`src/design/utf8sd_pkg.sv`:
```
// UTF-8 stream decoder: shared widths, codes, result types and queue sizing.
// No dependencies; imported by every module of the decoder.
package utf8sd_pkg;

	localparam int unsigned BYTE_W  = 8;
	localparam int unsigned CP_W    = 21;
	localparam int unsigned TDATA_W = 24;

	localparam logic [CP_W-1:0] REPL_CP = 21'h00FFFD;
	localparam logic [CP_W-1:0] MAX_CP  = 21'h10FFFF;

	localparam logic [BYTE_W-1:0] CONT_MASK = 8'b1100_0000;
	localparam logic [BYTE_W-1:0] CONT_PAT  = 8'b1000_0000;
	localparam logic [BYTE_W-1:0] MIN_LEAD2 = 8'hC2;
	localparam logic [BYTE_W-1:0] LEAD_E0   = 8'hE0;
	localparam logic [BYTE_W-1:0] LOW_E0    = 8'hA0;
	localparam logic [BYTE_W-1:0] LEAD_ED   = 8'hED;
	localparam logic [BYTE_W-1:0] HIGH_ED   = 8'h9F;
	localparam logic [BYTE_W-1:0] LEAD_F0   = 8'hF0;
	localparam logic [BYTE_W-1:0] LOW_F0    = 8'h90;
	localparam logic [BYTE_W-1:0] LEAD_F4   = 8'hF4;
	localparam logic [BYTE_W-1:0] HIGH_F4   = 8'h8F;

	localparam logic [2:0] SEQ_NONE = 3'd0;
	localparam logic [2:0] SEQ_TWO  = 3'd2;
	localparam logic [2:0] SEQ_THREE = 3'd3;
	localparam logic [2:0] SEQ_FOUR = 3'd4;

	// result queue; depth must be a power of two
	localparam int unsigned OQ_DEPTH = 4;
	localparam int unsigned OQ_AW    = $clog2(OQ_DEPTH);
	localparam int unsigned OQ_CW    = $clog2(OQ_DEPTH + 1);

	typedef struct packed {
		logic [CP_W-1:0] cp;
		logic            endm;
		logic            last;
	} res_t;

	typedef struct packed {
		logic [1:0] cnt;
		res_t       r0;
		res_t       r1;
	} dec_t;

endpackage

```
`src/design/utf8_stream_decoder_unit.sv`:
```
// UTF-8 stream decoder top level: input register, decoder and result queue.
// Depends on utf8sd_pkg, utf8sd_decode and utf8sd_outq.
//
// Usage: raw bytes enter on the s_ channel, one request per byte, with
// s_tlast high marking end of input (s_tdata is then ignored). Decoded code
// points leave on the m_ channel: m_tdata carries the code point, m_tuser
// flags the end-of-stream marker (code point 0) and m_tlast marks the final
// result caused by one input request.
// A result passes from the input register through the decoder into the result
// queue and is offered on m_ from there; while the queue lacks room the byte waits in the input register.
// Throughput: one byte per cycle while the queue has room; a byte or end
// request that yields two results (an interrupted sequence, or end with a
// sequence pending) writes both into the queue at once. Bytes that only start
// or extend a sequence yield no result.
// The four-entry result queue sets the stall behaviour: the input register
// is consumed only while two queue entries are free, so a stalled receiver
// back-pressures the sender after at most a few requests, and nothing is lost.
// Reset (arst_n low) empties the queue and the input register and returns
// the decoder to idle with no sequence pending.
module utf8_stream_decoder_unit (
	input  logic        clk,
	input  logic        arst_n,
	input  logic        s_tvalid,
	output logic        s_tready,
	input  logic [7:0]  s_tdata,  // [7:0] data_byte
	input  logic        s_tlast,  // end_of_input
	output logic        m_tvalid,
	input  logic        m_tready,
	output logic [23:0] m_tdata,  // [20:0] codepoint, [23:21] zero
	output logic        m_tuser,  // end_marker
	output logic        m_tlast   // last
);
	import utf8sd_pkg::*;

	logic              valid_s1, eoi_s1, fire, room;
	logic [BYTE_W-1:0] byte_s1;
	dec_t              dec;
	res_t              head;

	assign fire     = valid_s1 && room;
	assign s_tready = !valid_s1 || fire;

	always_ff @(posedge clk or negedge arst_n) begin
		if (!arst_n)
			valid_s1 <= 1'b0;
		else if (s_tready)
			valid_s1 <= s_tvalid;
	end

	always_ff @(posedge clk) begin
		if (s_tvalid && s_tready) begin
			byte_s1 <= s_tdata;
			eoi_s1  <= s_tlast;
		end
	end

	utf8sd_decode u_decode (
		.clk     (clk),
		.arst_n  (arst_n),
		.fire    (fire),
		.byte_s1 (byte_s1),
		.eoi_s1  (eoi_s1),
		.dec     (dec)
	);

	utf8sd_outq u_outq (
		.clk       (clk),
		.arst_n    (arst_n),
		.push_cnt  (fire ? dec.cnt : 2'd0),
		.push_r0   (dec.r0),
		.push_r1   (dec.r1),
		.room      (room),
		.out_valid (m_tvalid),
		.out_ready (m_tready),
		.out_res   (head)
	);

	assign m_tdata = TDATA_W'(head.cp);
	assign m_tuser = head.endm;
	assign m_tlast = head.last;

`ifndef SYNTHESIS
	a_end_shape: assert property (@(posedge clk) disable iff (!arst_n)
		m_tvalid && m_tuser |-> m_tlast && m_tdata == '0)
		else $error("end marker with code point or not last");
	a_cp_range: assert property (@(posedge clk) disable iff (!arst_n)
		m_tvalid |-> m_tdata <= TDATA_W'(MAX_CP))
		else $error("code point above U+10FFFF");
	a_eoi_yields: assert property (@(posedge clk) disable iff (!arst_n)
		fire && eoi_s1 |-> dec.cnt != 2'd0)
		else $error("end of input produced no result");
`endif

endmodule

```
`src/design/utf8sd_decode.sv`:
```
// UTF-8 stream decoder: sequence state and single-pass decode of one request.
// Depends on utf8sd_pkg.
module utf8sd_decode (
	input  logic                        clk,
	input  logic                        arst_n,
	input  logic                        fire,
	input  logic [utf8sd_pkg::BYTE_W-1:0] byte_s1,
	input  logic                        eoi_s1,
	output utf8sd_pkg::dec_t            dec
);
	import utf8sd_pkg::*;

	logic [BYTE_W-1:0] lead_q, second_q;
	logic [CP_W-1:0]   partial_q;
	logic [1:0]        rem_q;
	logic [2:0]        len_q;

	logic [BYTE_W-1:0] lead_n, second_n;
	logic [CP_W-1:0]   partial_n;
	logic [1:0]        rem_n;
	logic [2:0]        len_n;

	// lead-byte decode, shared by the idle and interrupted paths
	logic              lp_emit;
	logic [CP_W-1:0]   lp_cp;
	logic [CP_W-1:0]   lp_partial;
	logic [1:0]        lp_rem;
	logic [2:0]        lp_len;

	logic              is_cont, bad;
	logic [BYTE_W-1:0] sec_c;
	logic [CP_W-1:0]   part_c;
	logic [1:0]        rem_c;
	logic [1:0]        n;
	res_t              r0, r1, end_res, repl_res;

	always_comb begin
		lp_emit    = 1'b0;
		lp_cp      = REPL_CP;
		lp_partial = '0;
		lp_rem     = 2'd0;
		lp_len     = SEQ_NONE;
		if (!byte_s1[7]) begin
			lp_emit = 1'b1;
			lp_cp   = CP_W'(byte_s1);
		end else if (byte_s1[7:5] == 3'b110) begin
			lp_len     = SEQ_TWO;
			lp_rem     = 2'd1;
			lp_partial = CP_W'(byte_s1[4:0]);
		end else if (byte_s1[7:4] == 4'b1110) begin
			lp_len     = SEQ_THREE;
			lp_rem     = 2'd2;
			lp_partial = CP_W'(byte_s1[3:0]);
		end else if (byte_s1[7:3] == 5'b11110) begin
			lp_len     = SEQ_FOUR;
			lp_rem     = 2'd3;
			lp_partial = CP_W'(byte_s1[2:0]);
		end else begin
			lp_emit = 1'b1;
		end
	end

	assign is_cont = (byte_s1 & CONT_MASK) == CONT_PAT;
	assign sec_c   = ((len_q - {1'b0, rem_q}) == 3'd1) ? byte_s1 : second_q;
	assign part_c  = {partial_q[CP_W-7:0], byte_s1[5:0]};
	assign rem_c   = rem_q - 2'd1;

	// validity checks on the completed sequence
	always_comb begin
		unique case (len_q)
			SEQ_TWO:   bad = lead_q < MIN_LEAD2;
			SEQ_THREE: bad = (lead_q == LEAD_E0 && sec_c < LOW_E0) ||
			                 (lead_q == LEAD_ED && sec_c > HIGH_ED);
			SEQ_FOUR:  bad = lead_q > LEAD_F4 ||
			                 (lead_q == LEAD_F0 && sec_c < LOW_F0) ||
			                 (lead_q == LEAD_F4 && sec_c > HIGH_F4);
			default:   bad = 1'b1;
		endcase
	end

	always_comb begin
		end_res  = '{cp: '0, endm: 1'b1, last: 1'b0};
		repl_res = '{cp: REPL_CP, endm: 1'b0, last: 1'b0};
		r0        = repl_res;
		r1        = end_res;
		n         = 2'd0;
		lead_n    = '0;
		second_n  = '0;
		partial_n = '0;
		rem_n     = 2'd0;
		len_n     = SEQ_NONE;
		if (eoi_s1) begin
			if (rem_q != 2'd0) begin
				n = 2'd2;
			end else begin
				r0 = end_res;
				n  = 2'd1;
			end
		end else if (rem_q == 2'd0) begin
			r0.cp = lp_cp;
			n     = {1'b0, lp_emit};
			if (!lp_emit) begin
				lead_n    = byte_s1;
				partial_n = lp_partial;
				rem_n     = lp_rem;
				len_n     = lp_len;
			end
		end else if (is_cont) begin
			if (rem_c == 2'd0) begin
				r0.cp = (bad || part_c > MAX_CP) ? REPL_CP : part_c;
				n     = 2'd1;
			end else begin
				lead_n    = lead_q;
				second_n  = sec_c;
				partial_n = part_c;
				rem_n     = rem_c;
				len_n     = len_q;
			end
		end else begin
			// interrupted sequence, byte retried as a lead
			r1 = '{cp: lp_cp, endm: 1'b0, last: 1'b0};
			n  = lp_emit ? 2'd2 : 2'd1;
			if (!lp_emit) begin
				lead_n    = byte_s1;
				partial_n = lp_partial;
				rem_n     = lp_rem;
				len_n     = lp_len;
			end
		end
		r0.last = (n == 2'd1);
		r1.last = 1'b1;
	end

	assign dec = '{cnt: n, r0: r0, r1: r1};

	always_ff @(posedge clk or negedge arst_n) begin
		if (!arst_n) begin
			lead_q    <= '0;
			second_q  <= '0;
			partial_q <= '0;
			rem_q     <= 2'd0;
			len_q     <= SEQ_NONE;
		end else if (fire) begin
			lead_q    <= lead_n;
			second_q  <= second_n;
			partial_q <= partial_n;
			rem_q     <= rem_n;
			len_q     <= len_n;
		end
	end

`ifndef SYNTHESIS
	a_len_tracks_rem: assert property (@(posedge clk) disable iff (!arst_n)
		rem_q != 2'd0 |-> len_q > {1'b0, rem_q})
		else $error("sequence length not above remaining count");
	a_idle_clear: assert property (@(posedge clk) disable iff (!arst_n)
		rem_q == 2'd0 |-> len_q == SEQ_NONE && partial_q == '0)
		else $error("idle decoder holds stale sequence state");
	a_eoi_idles: assert property (@(posedge clk) disable iff (!arst_n)
		fire && eoi_s1 |=> rem_q == 2'd0)
		else $error("end of input left a sequence pending");
`endif

endmodule

```
`src/design/utf8sd_outq.sv`:
```
// UTF-8 stream decoder: small result queue taking up to two results per cycle.
// Depends on utf8sd_pkg.
module utf8sd_outq (
	input  logic             clk,
	input  logic             arst_n,
	input  logic [1:0]       push_cnt,
	input  utf8sd_pkg::res_t push_r0,
	input  utf8sd_pkg::res_t push_r1,
	output logic             room,
	output logic             out_valid,
	input  logic             out_ready,
	output utf8sd_pkg::res_t out_res
);
	import utf8sd_pkg::*;

	res_t             ent_q [OQ_DEPTH];
	logic [OQ_AW-1:0] wr_ptr_q, rd_ptr_q, wr_ptr_p1;
	logic [OQ_CW-1:0] count_q;
	logic             pop;

	assign out_valid = count_q != '0;
	assign out_res   = ent_q[rd_ptr_q];
	assign pop       = out_valid && out_ready;
	assign room      = count_q <= OQ_CW'(OQ_DEPTH - 2);
	assign wr_ptr_p1 = wr_ptr_q + 1'b1;

	always_ff @(posedge clk) begin
		for (int i = 0; i < OQ_DEPTH; i++) begin
			if (push_cnt != 2'd0 && wr_ptr_q == OQ_AW'(i))
				ent_q[i] <= push_r0;
			if (push_cnt == 2'd2 && wr_ptr_p1 == OQ_AW'(i))
				ent_q[i] <= push_r1;
		end
	end

	always_ff @(posedge clk or negedge arst_n) begin
		if (!arst_n) begin
			wr_ptr_q <= '0;
			rd_ptr_q <= '0;
			count_q  <= '0;
		end else begin
			wr_ptr_q <= wr_ptr_q + OQ_AW'(push_cnt);
			if (pop)
				rd_ptr_q <= rd_ptr_q + 1'b1;
			count_q <= count_q + OQ_CW'(push_cnt) - OQ_CW'(pop);
		end
	end

`ifndef SYNTHESIS
	a_no_overflow: assert property (@(posedge clk) disable iff (!arst_n)
		push_cnt != 2'd0 |-> count_q + OQ_CW'(push_cnt) <= OQ_CW'(OQ_DEPTH))
		else $error("result queue overflow");
	a_count_bound: assert property (@(posedge clk) disable iff (!arst_n)
		count_q <= OQ_CW'(OQ_DEPTH))
		else $error("result queue count out of range");
	a_ptr_gap: assert property (@(posedge clk) disable iff (!arst_n)
		count_q != OQ_CW'(OQ_DEPTH) |-> (wr_ptr_q - rd_ptr_q) == count_q[OQ_AW-1:0])
		else $error("queue pointers disagree with count");
`endif

endmodule

```
`config.mk`:
```
export PLATFORM = sky130hd
export DESIGN_NAME = utf8_stream_decoder_unit
export DESIGN_NICKNAME = d
export VERILOG_FILES = /design/src/design/utf8sd_pkg.sv /design/src/design/utf8_stream_decoder_unit.sv /design/src/design/utf8sd_decode.sv /design/src/design/utf8sd_outq.sv
export SDC_FILE = /design/constraint.sdc
export NUM_CORES = 1
export LEC_CHECK = 0
export BUFFER_PORTS_ARGS = -buffer_cell sky130_fd_sc_hd__buf_2
export CELL_PAD_IN_SITES_DETAIL_PLACEMENT = 1
export CELL_PAD_IN_SITES_GLOBAL_PLACEMENT = 1
export CORE_ASPECT_RATIO = 0.6
export CORE_UTILIZATION = 55
export DETAILED_ROUTE_END_ITERATION = 8
export GPL_TIMING_DRIVEN = 1
export PLACE_DENSITY = 0.81
export SYNTH_ARGS = -nofsm -noshare
export SYNTH_HDL_FRONTEND = slang
export SYNTH_HIERARCHICAL = 1
export SYNTH_SLANG_ARGS = --single-unit
```
`constraint.sdc`:
```
create_clock -name clk -period 15 [get_ports clk]
set_input_delay 1.5 -clock clk [delete_from_list [all_inputs] [get_ports clk]]
set_output_delay 1.5 -clock clk [all_outputs]
set_load 0.01 [all_outputs]
```
==> results of run 1 <==
-- layout make-up --
| cell class | instances | share of cell area, % |
|---|---|---|
| clock buffers | 18 | 5.17 |
| flip-flops and latches | 141 | 48.6 |
| repair buffers | 46 | 3.04 |
| inverters | 27 | 1.22 |
| well taps | 170 | 2.56 |
| clock inverters | 14 | 1.75 |
| multi-input cells | 335 | 37.7 |
-- through the flow --
| step | worst slack (ns) | instances | hold WS [ns] | utilization [%] | cell area, µm² |
|---|---|---|---|---|---|
| 2_1_floorplan | 10.21 | 558 | 0.450 | - | 7600 |
| 3_3_place_gp | 11.18 | 719 | 0.474 | 58.9 | 7730 |
| 3_5_place_dp | 11.12 | 719 | 0.480 | 58.9 | 7730 |
| 4_1_cts | 11.02 | 751 | 0.494 | 63.2 | 8300 |
| 5_1_grt | 10.75 | 751 | 0.524 | 63.2 | 8300 |
| 6_report | 10.97 | 751 | 0.492 | 63.2 | 8300 |
-- synth_stat cells, drive strengths merged (3+ instances only) --
cell / instances / area [µm²]
clkbuf: 16 / 60.1
nor4bb: 3 / 30.0
buf: 39 / 324
mux4: 23 / 518
o21ai: 30 / 150
conb: 3 / 11.3
o31a: 16 / 140
a21oi: 8 / 40.0
xnor2: 5 / 43.8
xor2: 3 / 33.8
a22o: 7 / 61.3
o22ai: 3 / 18.8
o31ai: 7 / 52.6
inv: 27 / 101
o311ai: 3 / 26.3
nand2b: 6 / 45.0
and3: 4 / 25.0
dfrtp: 40 / 1000
ha: 7 / 87.6
a21o: 3 / 22.5
nand4b: 3 / 41.3
or3: 3 / 18.8
mux2: 92 / 1110
nor2b: 4 / 25.0
nor2: 26 / 97.6
nor3: 14 / 75.1
edfxtp: 101 / 3030
and2: 6 / 40.0
nand2: 24 / 90.1
-- power by group --
group / switching (µW) / total [µW] / internal [µW]
clock network: 169 / 414 / 245
registers: 94.5 / 669 / 574
logic: 342 / 638 / 297
-- routing by layer --
metal	global-route usage, %	vias up	wire length (µm)
met5	0	-	0
met4	8.92	0	226
met3	6.36	26	1070
met2	45.6	159	8820
met1	39.2	2552	8720
li1	-	2090	-
-- critical path, stage by stage, from the launching register on --
cell and delay [ns]:
dfrtp_1 0.41, inv_1 0.12, ha_1 0.98, o31ai_1 0.26, and3_1 0.40, nor4b_4 0.79
buf_4 0.42, mux2_2 0.39
-- state kept, by name, indices dropped and copies added (netlist names) --
name                flops
u_decode/lead_q         8
u_decode/partial_q     15
u_decode/rem_q          2
u_decode/second_q       4
u_outq/count_q          3
u_decode/len_q          3
valid_s1                1
u_outq/ent_q           92
eoi_s1                  1
u_outq/wr_ptr_q         2
byte_s1                 8
u_outq/rd_ptr_q         2
-- logic make-up (layout without fill, tap and decap cells) --
family	count (synthesis)	count (layout)
simple gates	105	105
fa+ha+maj	9	9
xor+xnor	8	8
flops	141	141
buf+inv	82	105
mux	116	116
compound gates	88	88
other cells	3	9
-- final timing paths --
check	startpoint	to	slack, ns	cells past startpoint
worst max-delay path	u_decode/rem_q[1]$_DFFE_PN0P_	u_outq/ent_q[1][22]$_DFFE_PP_	10.97	7
worst min-delay path	u_decode/lead_q[0]$_DFFE_PN0P_	u_decode/lead_q[0]$_DFFE_PN0P_	0.49	2
worst max register to register	u_decode/rem_q[1]$_DFFE_PN0P_	u_outq/ent_q[1][22]$_DFFE_PP_	10.97	7
worst min register to register	u_decode/lead_q[0]$_DFFE_PN0P_	u_decode/lead_q[0]$_DFFE_PN0P_	0.49	2
max in group asynchronous	arst_n	u_decode/partial_q[4]$_DFFE_PN0P_	13.15	1
min in group asynchronous	arst_n	u_decode/second_q[6]$_DFFE_PN0P_	1.24	1
==> metrics, run 1 <==
Reg clk slew, reported paths 0.06 ns; largest family of logic cells by synthesized area multiplexers; VDD IR max 0.000128 V; largest fanout on the critical path 31; post-synthesis mux area share 21.6%; clk root buf clkbuf_16; width of the die 154 µm; Post-synth EDFFs 101; Post-Syn Area 7580 µm²; worst-margin pin slew 1.37 ns; layout cell share with drive strength beyond 1 28.2%; largest net degree at the start of global routing 41; area grow syn2layout 9.58%; Worst EP arrival 4.20 ns; post-detail-place hpwl 11700 µm; fin crit share 26.9%; status complete, no violations; Seq cells post-synth 141; Final Power 1720 µW; # DRC 0; asr flop ratio synth 28.4%; synth warn 6; crit path capture type flop; I/O pin count 41; total number of vias 4827; DR WL/cell 25.1 µm; Nets 590; Final min period 4.03 ns; clock latency on the worst-skew pair 0.42 ns; setup violators final 0; gr usage total 28.6%; first-pass GRT wire length 29900 µm; CP Class flop to flop; grt ovf 0; register area 4030 µm²; deepest clock path buffer count 2; CTS tree done; drt via density 6.43; most frequent cells in the layout edfxtp_1, mux2_1, dfrtp_1; top_reg_cell synth edfxtp_1; Total Wirelength 18800 µm; number of max-cap violations 0; First-pass DRT Iterations 5; final hold vios 0; power per cell area 207 nW/µm²; Die Span Y 92.9 µm; Die ar. 14300 µm²; Num CTS Buffers 17; Port Buffers 37; vias in the first global route 5148; most common cell after layout, fill and taps aside edfxtp_1; Max-slew headroom 8.84%; Synth Area in Adders 1.68%; post-synthesis average cell area 13.7 µm²; Detailed Route Iter0 Violations 438; register area share after synthesis 53.2%; post-CTS setup buffer count 0; Compound-Gate Fraction of Synth Area 8.01%; multi-input logic area 3130 µm²; hold_buf cts 0; filler cell count 1270; post-synthesis cell type count 62; max-slew violations 0; worst hold path class flop to flop; xor and xnor area share after synthesis 1.02%; RSZ-0062 raised after global routing false; cts repair resizes 0; GPL Wtd Cong 0.874; Site Rows 32; Synth Area in Simple Gates 7.91%; clock skew 0.00954 ns; initial antenna violation count 0; initial core utilization 57.7%; fmax 248 MHz; final antenna-violating net count 0; setup TNS 0 ns; Startpoint Class flop; number of antenna diodes 0; CTS sink count 141; Mapped Cells 552; CP Data Required Time 15.17 ns; htree depth 4; CORE AREA 13100 µm²; leakage power 0.00316 µW
No activity file was read; power rests on OpenSTA's default activity.
==> inputs of run 2 (changes only) <==
- CORE_UTILIZATION: 55 -> 51
- PLACE_DENSITY: 0.81 -> 0.76
- clock period: 15 -> 4.1 ns (I/O delays scaled with it)
==> metrics, run 2 (synthesis results as in run 1) <==
hold_buf cts 0 (unchanged); DR WL/cell 23.6 µm (was 25.1 µm); Final Power 6360 µW (was 1720 µW); crit path capture type flop (unchanged); Max-slew headroom 24.4% (was 8.84%); post-CTS setup buffer count 0 (unchanged); CTS sink count 141 (unchanged); Die ar. 15400 µm² (was 14300 µm²); CP Data Required Time 4.27 ns (was 15.17 ns); dpl ws 0.298 ns (was 11.12 ns); Site Rows 34 (was 32); largest register by flop count u_outq/ent_q (unchanged); biggest regs u_outq/ent_q (92), u_decode/partial_q (15) (unchanged); clk root buf clkbuf_16 (unchanged); cts repair resizes 0 (unchanged); width of the die 159 µm (was 154 µm); first-pass GRT wire length 29200 µm (was 29900 µm); fmax 260 MHz (was 248 MHz); max-slew violations 0 (unchanged); CP Class flop to flop (unchanged); total number of vias 4708 (was 4827); most common cell after layout, fill and taps aside edfxtp_1 (unchanged); Die Span Y 96.4 µm (was 92.9 µm); CTS tree done (unchanged); number of max-cap violations 0 (unchanged); Worst EP arrival 4.02 ns (was 4.20 ns); reg2reg start u_decode/len_q[0]$_DFFE_PN0P_ (was u_decode/rem_q[1]$_DFFE_PN0P_); gr usage total 25.9% (was 28.6%); layout cell share with drive strength beyond 1 29.4% (was 28.2%); First-pass DRT Iterations 5 (unchanged); final antenna-violating net count 0 (unchanged); grt ovf 0 (unchanged); initial antenna violation count 0 (unchanged); Final Worst Setup Slack 0.253 ns (was 10.97 ns); max FFs per register 92 (unchanged); worst-margin pin slew 1.13 ns (was 1.37 ns); setup violators final 0 (unchanged); leakage power 0.00323 µW (was 0.00316 µW); Num CTS Buffers 17 (unchanged); Startpoint Class flop (unchanged); deepest clock path buffer count 2 (unchanged); Nets 597 (was 590); clock skew 0.0157 ns (was 0.00954 ns); area grow syn2layout 11.3% (was 9.58%); RSZ-0062 raised after global routing false (unchanged); I/O pin count 41 (unchanged); number of antenna diodes 0 (unchanged); htree depth 4 (unchanged); Final min period 3.85 ns (was 4.03 ns); largest fanout on the critical path 19 (was 31); post-detail-place hpwl 11700 µm (about the same); Detailed Route Iter0 Violations 274 (was 438); final hold vios 0 (unchanged); # DRC 0 (unchanged); initial core utilization 52.2% (was 57.7%); FF-to-FF End u_outq/ent_q[1][11]$_DFFE_PP_ (was u_outq/ent_q[1][22]$_DFFE_PP_); Worst Setup EP u_outq/ent_q[1][11]$_DFFE_PP_ (was u_outq/ent_q[1][22]$_DFFE_PP_); VDD IR max 0.000441 V (was 0.000128 V); status complete, no violations (unchanged); setup TNS 0 ns (unchanged); worst hold path class input pin to async pin (was flop to flop); GPL Wtd Cong 0.841 (was 0.874); clock latency on the worst-skew pair 0.43 ns (was 0.42 ns); drt via density 5.99 (was 6.43); vias in the first global route 5049 (was 5148); Total Wirelength 18500 µm (was 18800 µm); largest net degree at the start of global routing 41 (unchanged); worst reg2reg setup slack 0.25 ns (was 10.97 ns); power per cell area 755 nW/µm² (was 207 nW/µm²); most frequent cells in the layout edfxtp_1, mux2_1, dfrtp_1 (unchanged); Setup crit start u_decode/len_q[0]$_DFFE_PN0P_ (was u_decode/rem_q[1]$_DFFE_PN0P_); CORE AREA 14500 µm² (was 13100 µm²); fin crit share 93.8% (was 26.9%); r2r worst-path depth 10 (was 7); Reg clk slew, reported paths 0.06 ns (about the same); Port Buffers 37 (unchanged)
run 2: cell count changes in the layout (fill, tap and decap cells not counted), sizes merged:
cell      delta
buf          +7
inv          +6
clkinv       -3
clkinvlp     -2
clkbuf       -1
run 2: through the flow:
step	hold slack, ns	std cells	utilization [%]	area, µm²
finish	0.131	786	58.1	8430
global route	0.142	786	58.1	8430
CTS	0.145	786	58.1	8430
detailed placement	0.485	754	54.0	7830
global placement	0.475	754	54.0	7830
floorplan	0.114	558	-	7600
run 2: worst min path at each step:
stage	start	to	slack [ns]	cells past startpoint
6_report	arst_n	u_decode/second_q[7]$_DFFE_PN0P_	0.13	1
5_1_grt	s_tdata[7]	byte_s1[7]$_DFFE_PP_	0.14	1
4_1_cts	s_tdata[7]	byte_s1[7]$_DFFE_PP_	0.14	1
3_5_place_dp	u_decode/lead_q[7]$_DFFE_PN0P_	u_decode/lead_q[7]$_DFFE_PN0P_	0.48	1
3_3_place_gp	u_decode/second_q[7]$_DFFE_PN0P_	u_decode/second_q[7]$_DFFE_PN0P_	0.48	1
2_1_floorplan	arst_n	u_decode/lead_q[0]$_DFFE_PN0P_	0.11	0
run 2: where the power goes:
group / switching (µW) / internal [µW]
registers: 300 / 2100
clock network: 672 / 921
logic: 1260 / 1110
total: 2230 / 4130
run 2: metal layers:
layer / up-vias / wire, µm / global-route usage, %
met2: 121 / 8790 / 43.2
met3: 24 / 761 / 4.95
met1: 2460 / 8760 / 34.7
met5: - / 0 / 0
met4: 0 / 216 / 8.73
li1: 2103 / - / -
run 2: worst max-delay path: stages, from the launching register on:
cell	delay, ns
dfrtp_1	0.40
inv_1	0.08
ha_1	0.19
fa_1	0.43
xnor2_1	0.23
a21oi_1	0.16
o2111ai_2	0.21
or3b_1	0.40
or3_1	0.68
o31a_1	0.48
mux2_1	0.31
run 2: layout make-up:
| cell class | instances | area, µm² |
|---|---|---|
| inverters | 27 | 101 |
| repair buffers | 53 | 305 |
| well taps | 198 | 248 |
| fillers | 1398 | 6080 |
| clock inverters | 15 | 179 |
| flip-flops and latches | 141 | 4030 |
| clock buffers | 17 | 425 |
| multi-input cells | 335 | 3140 |
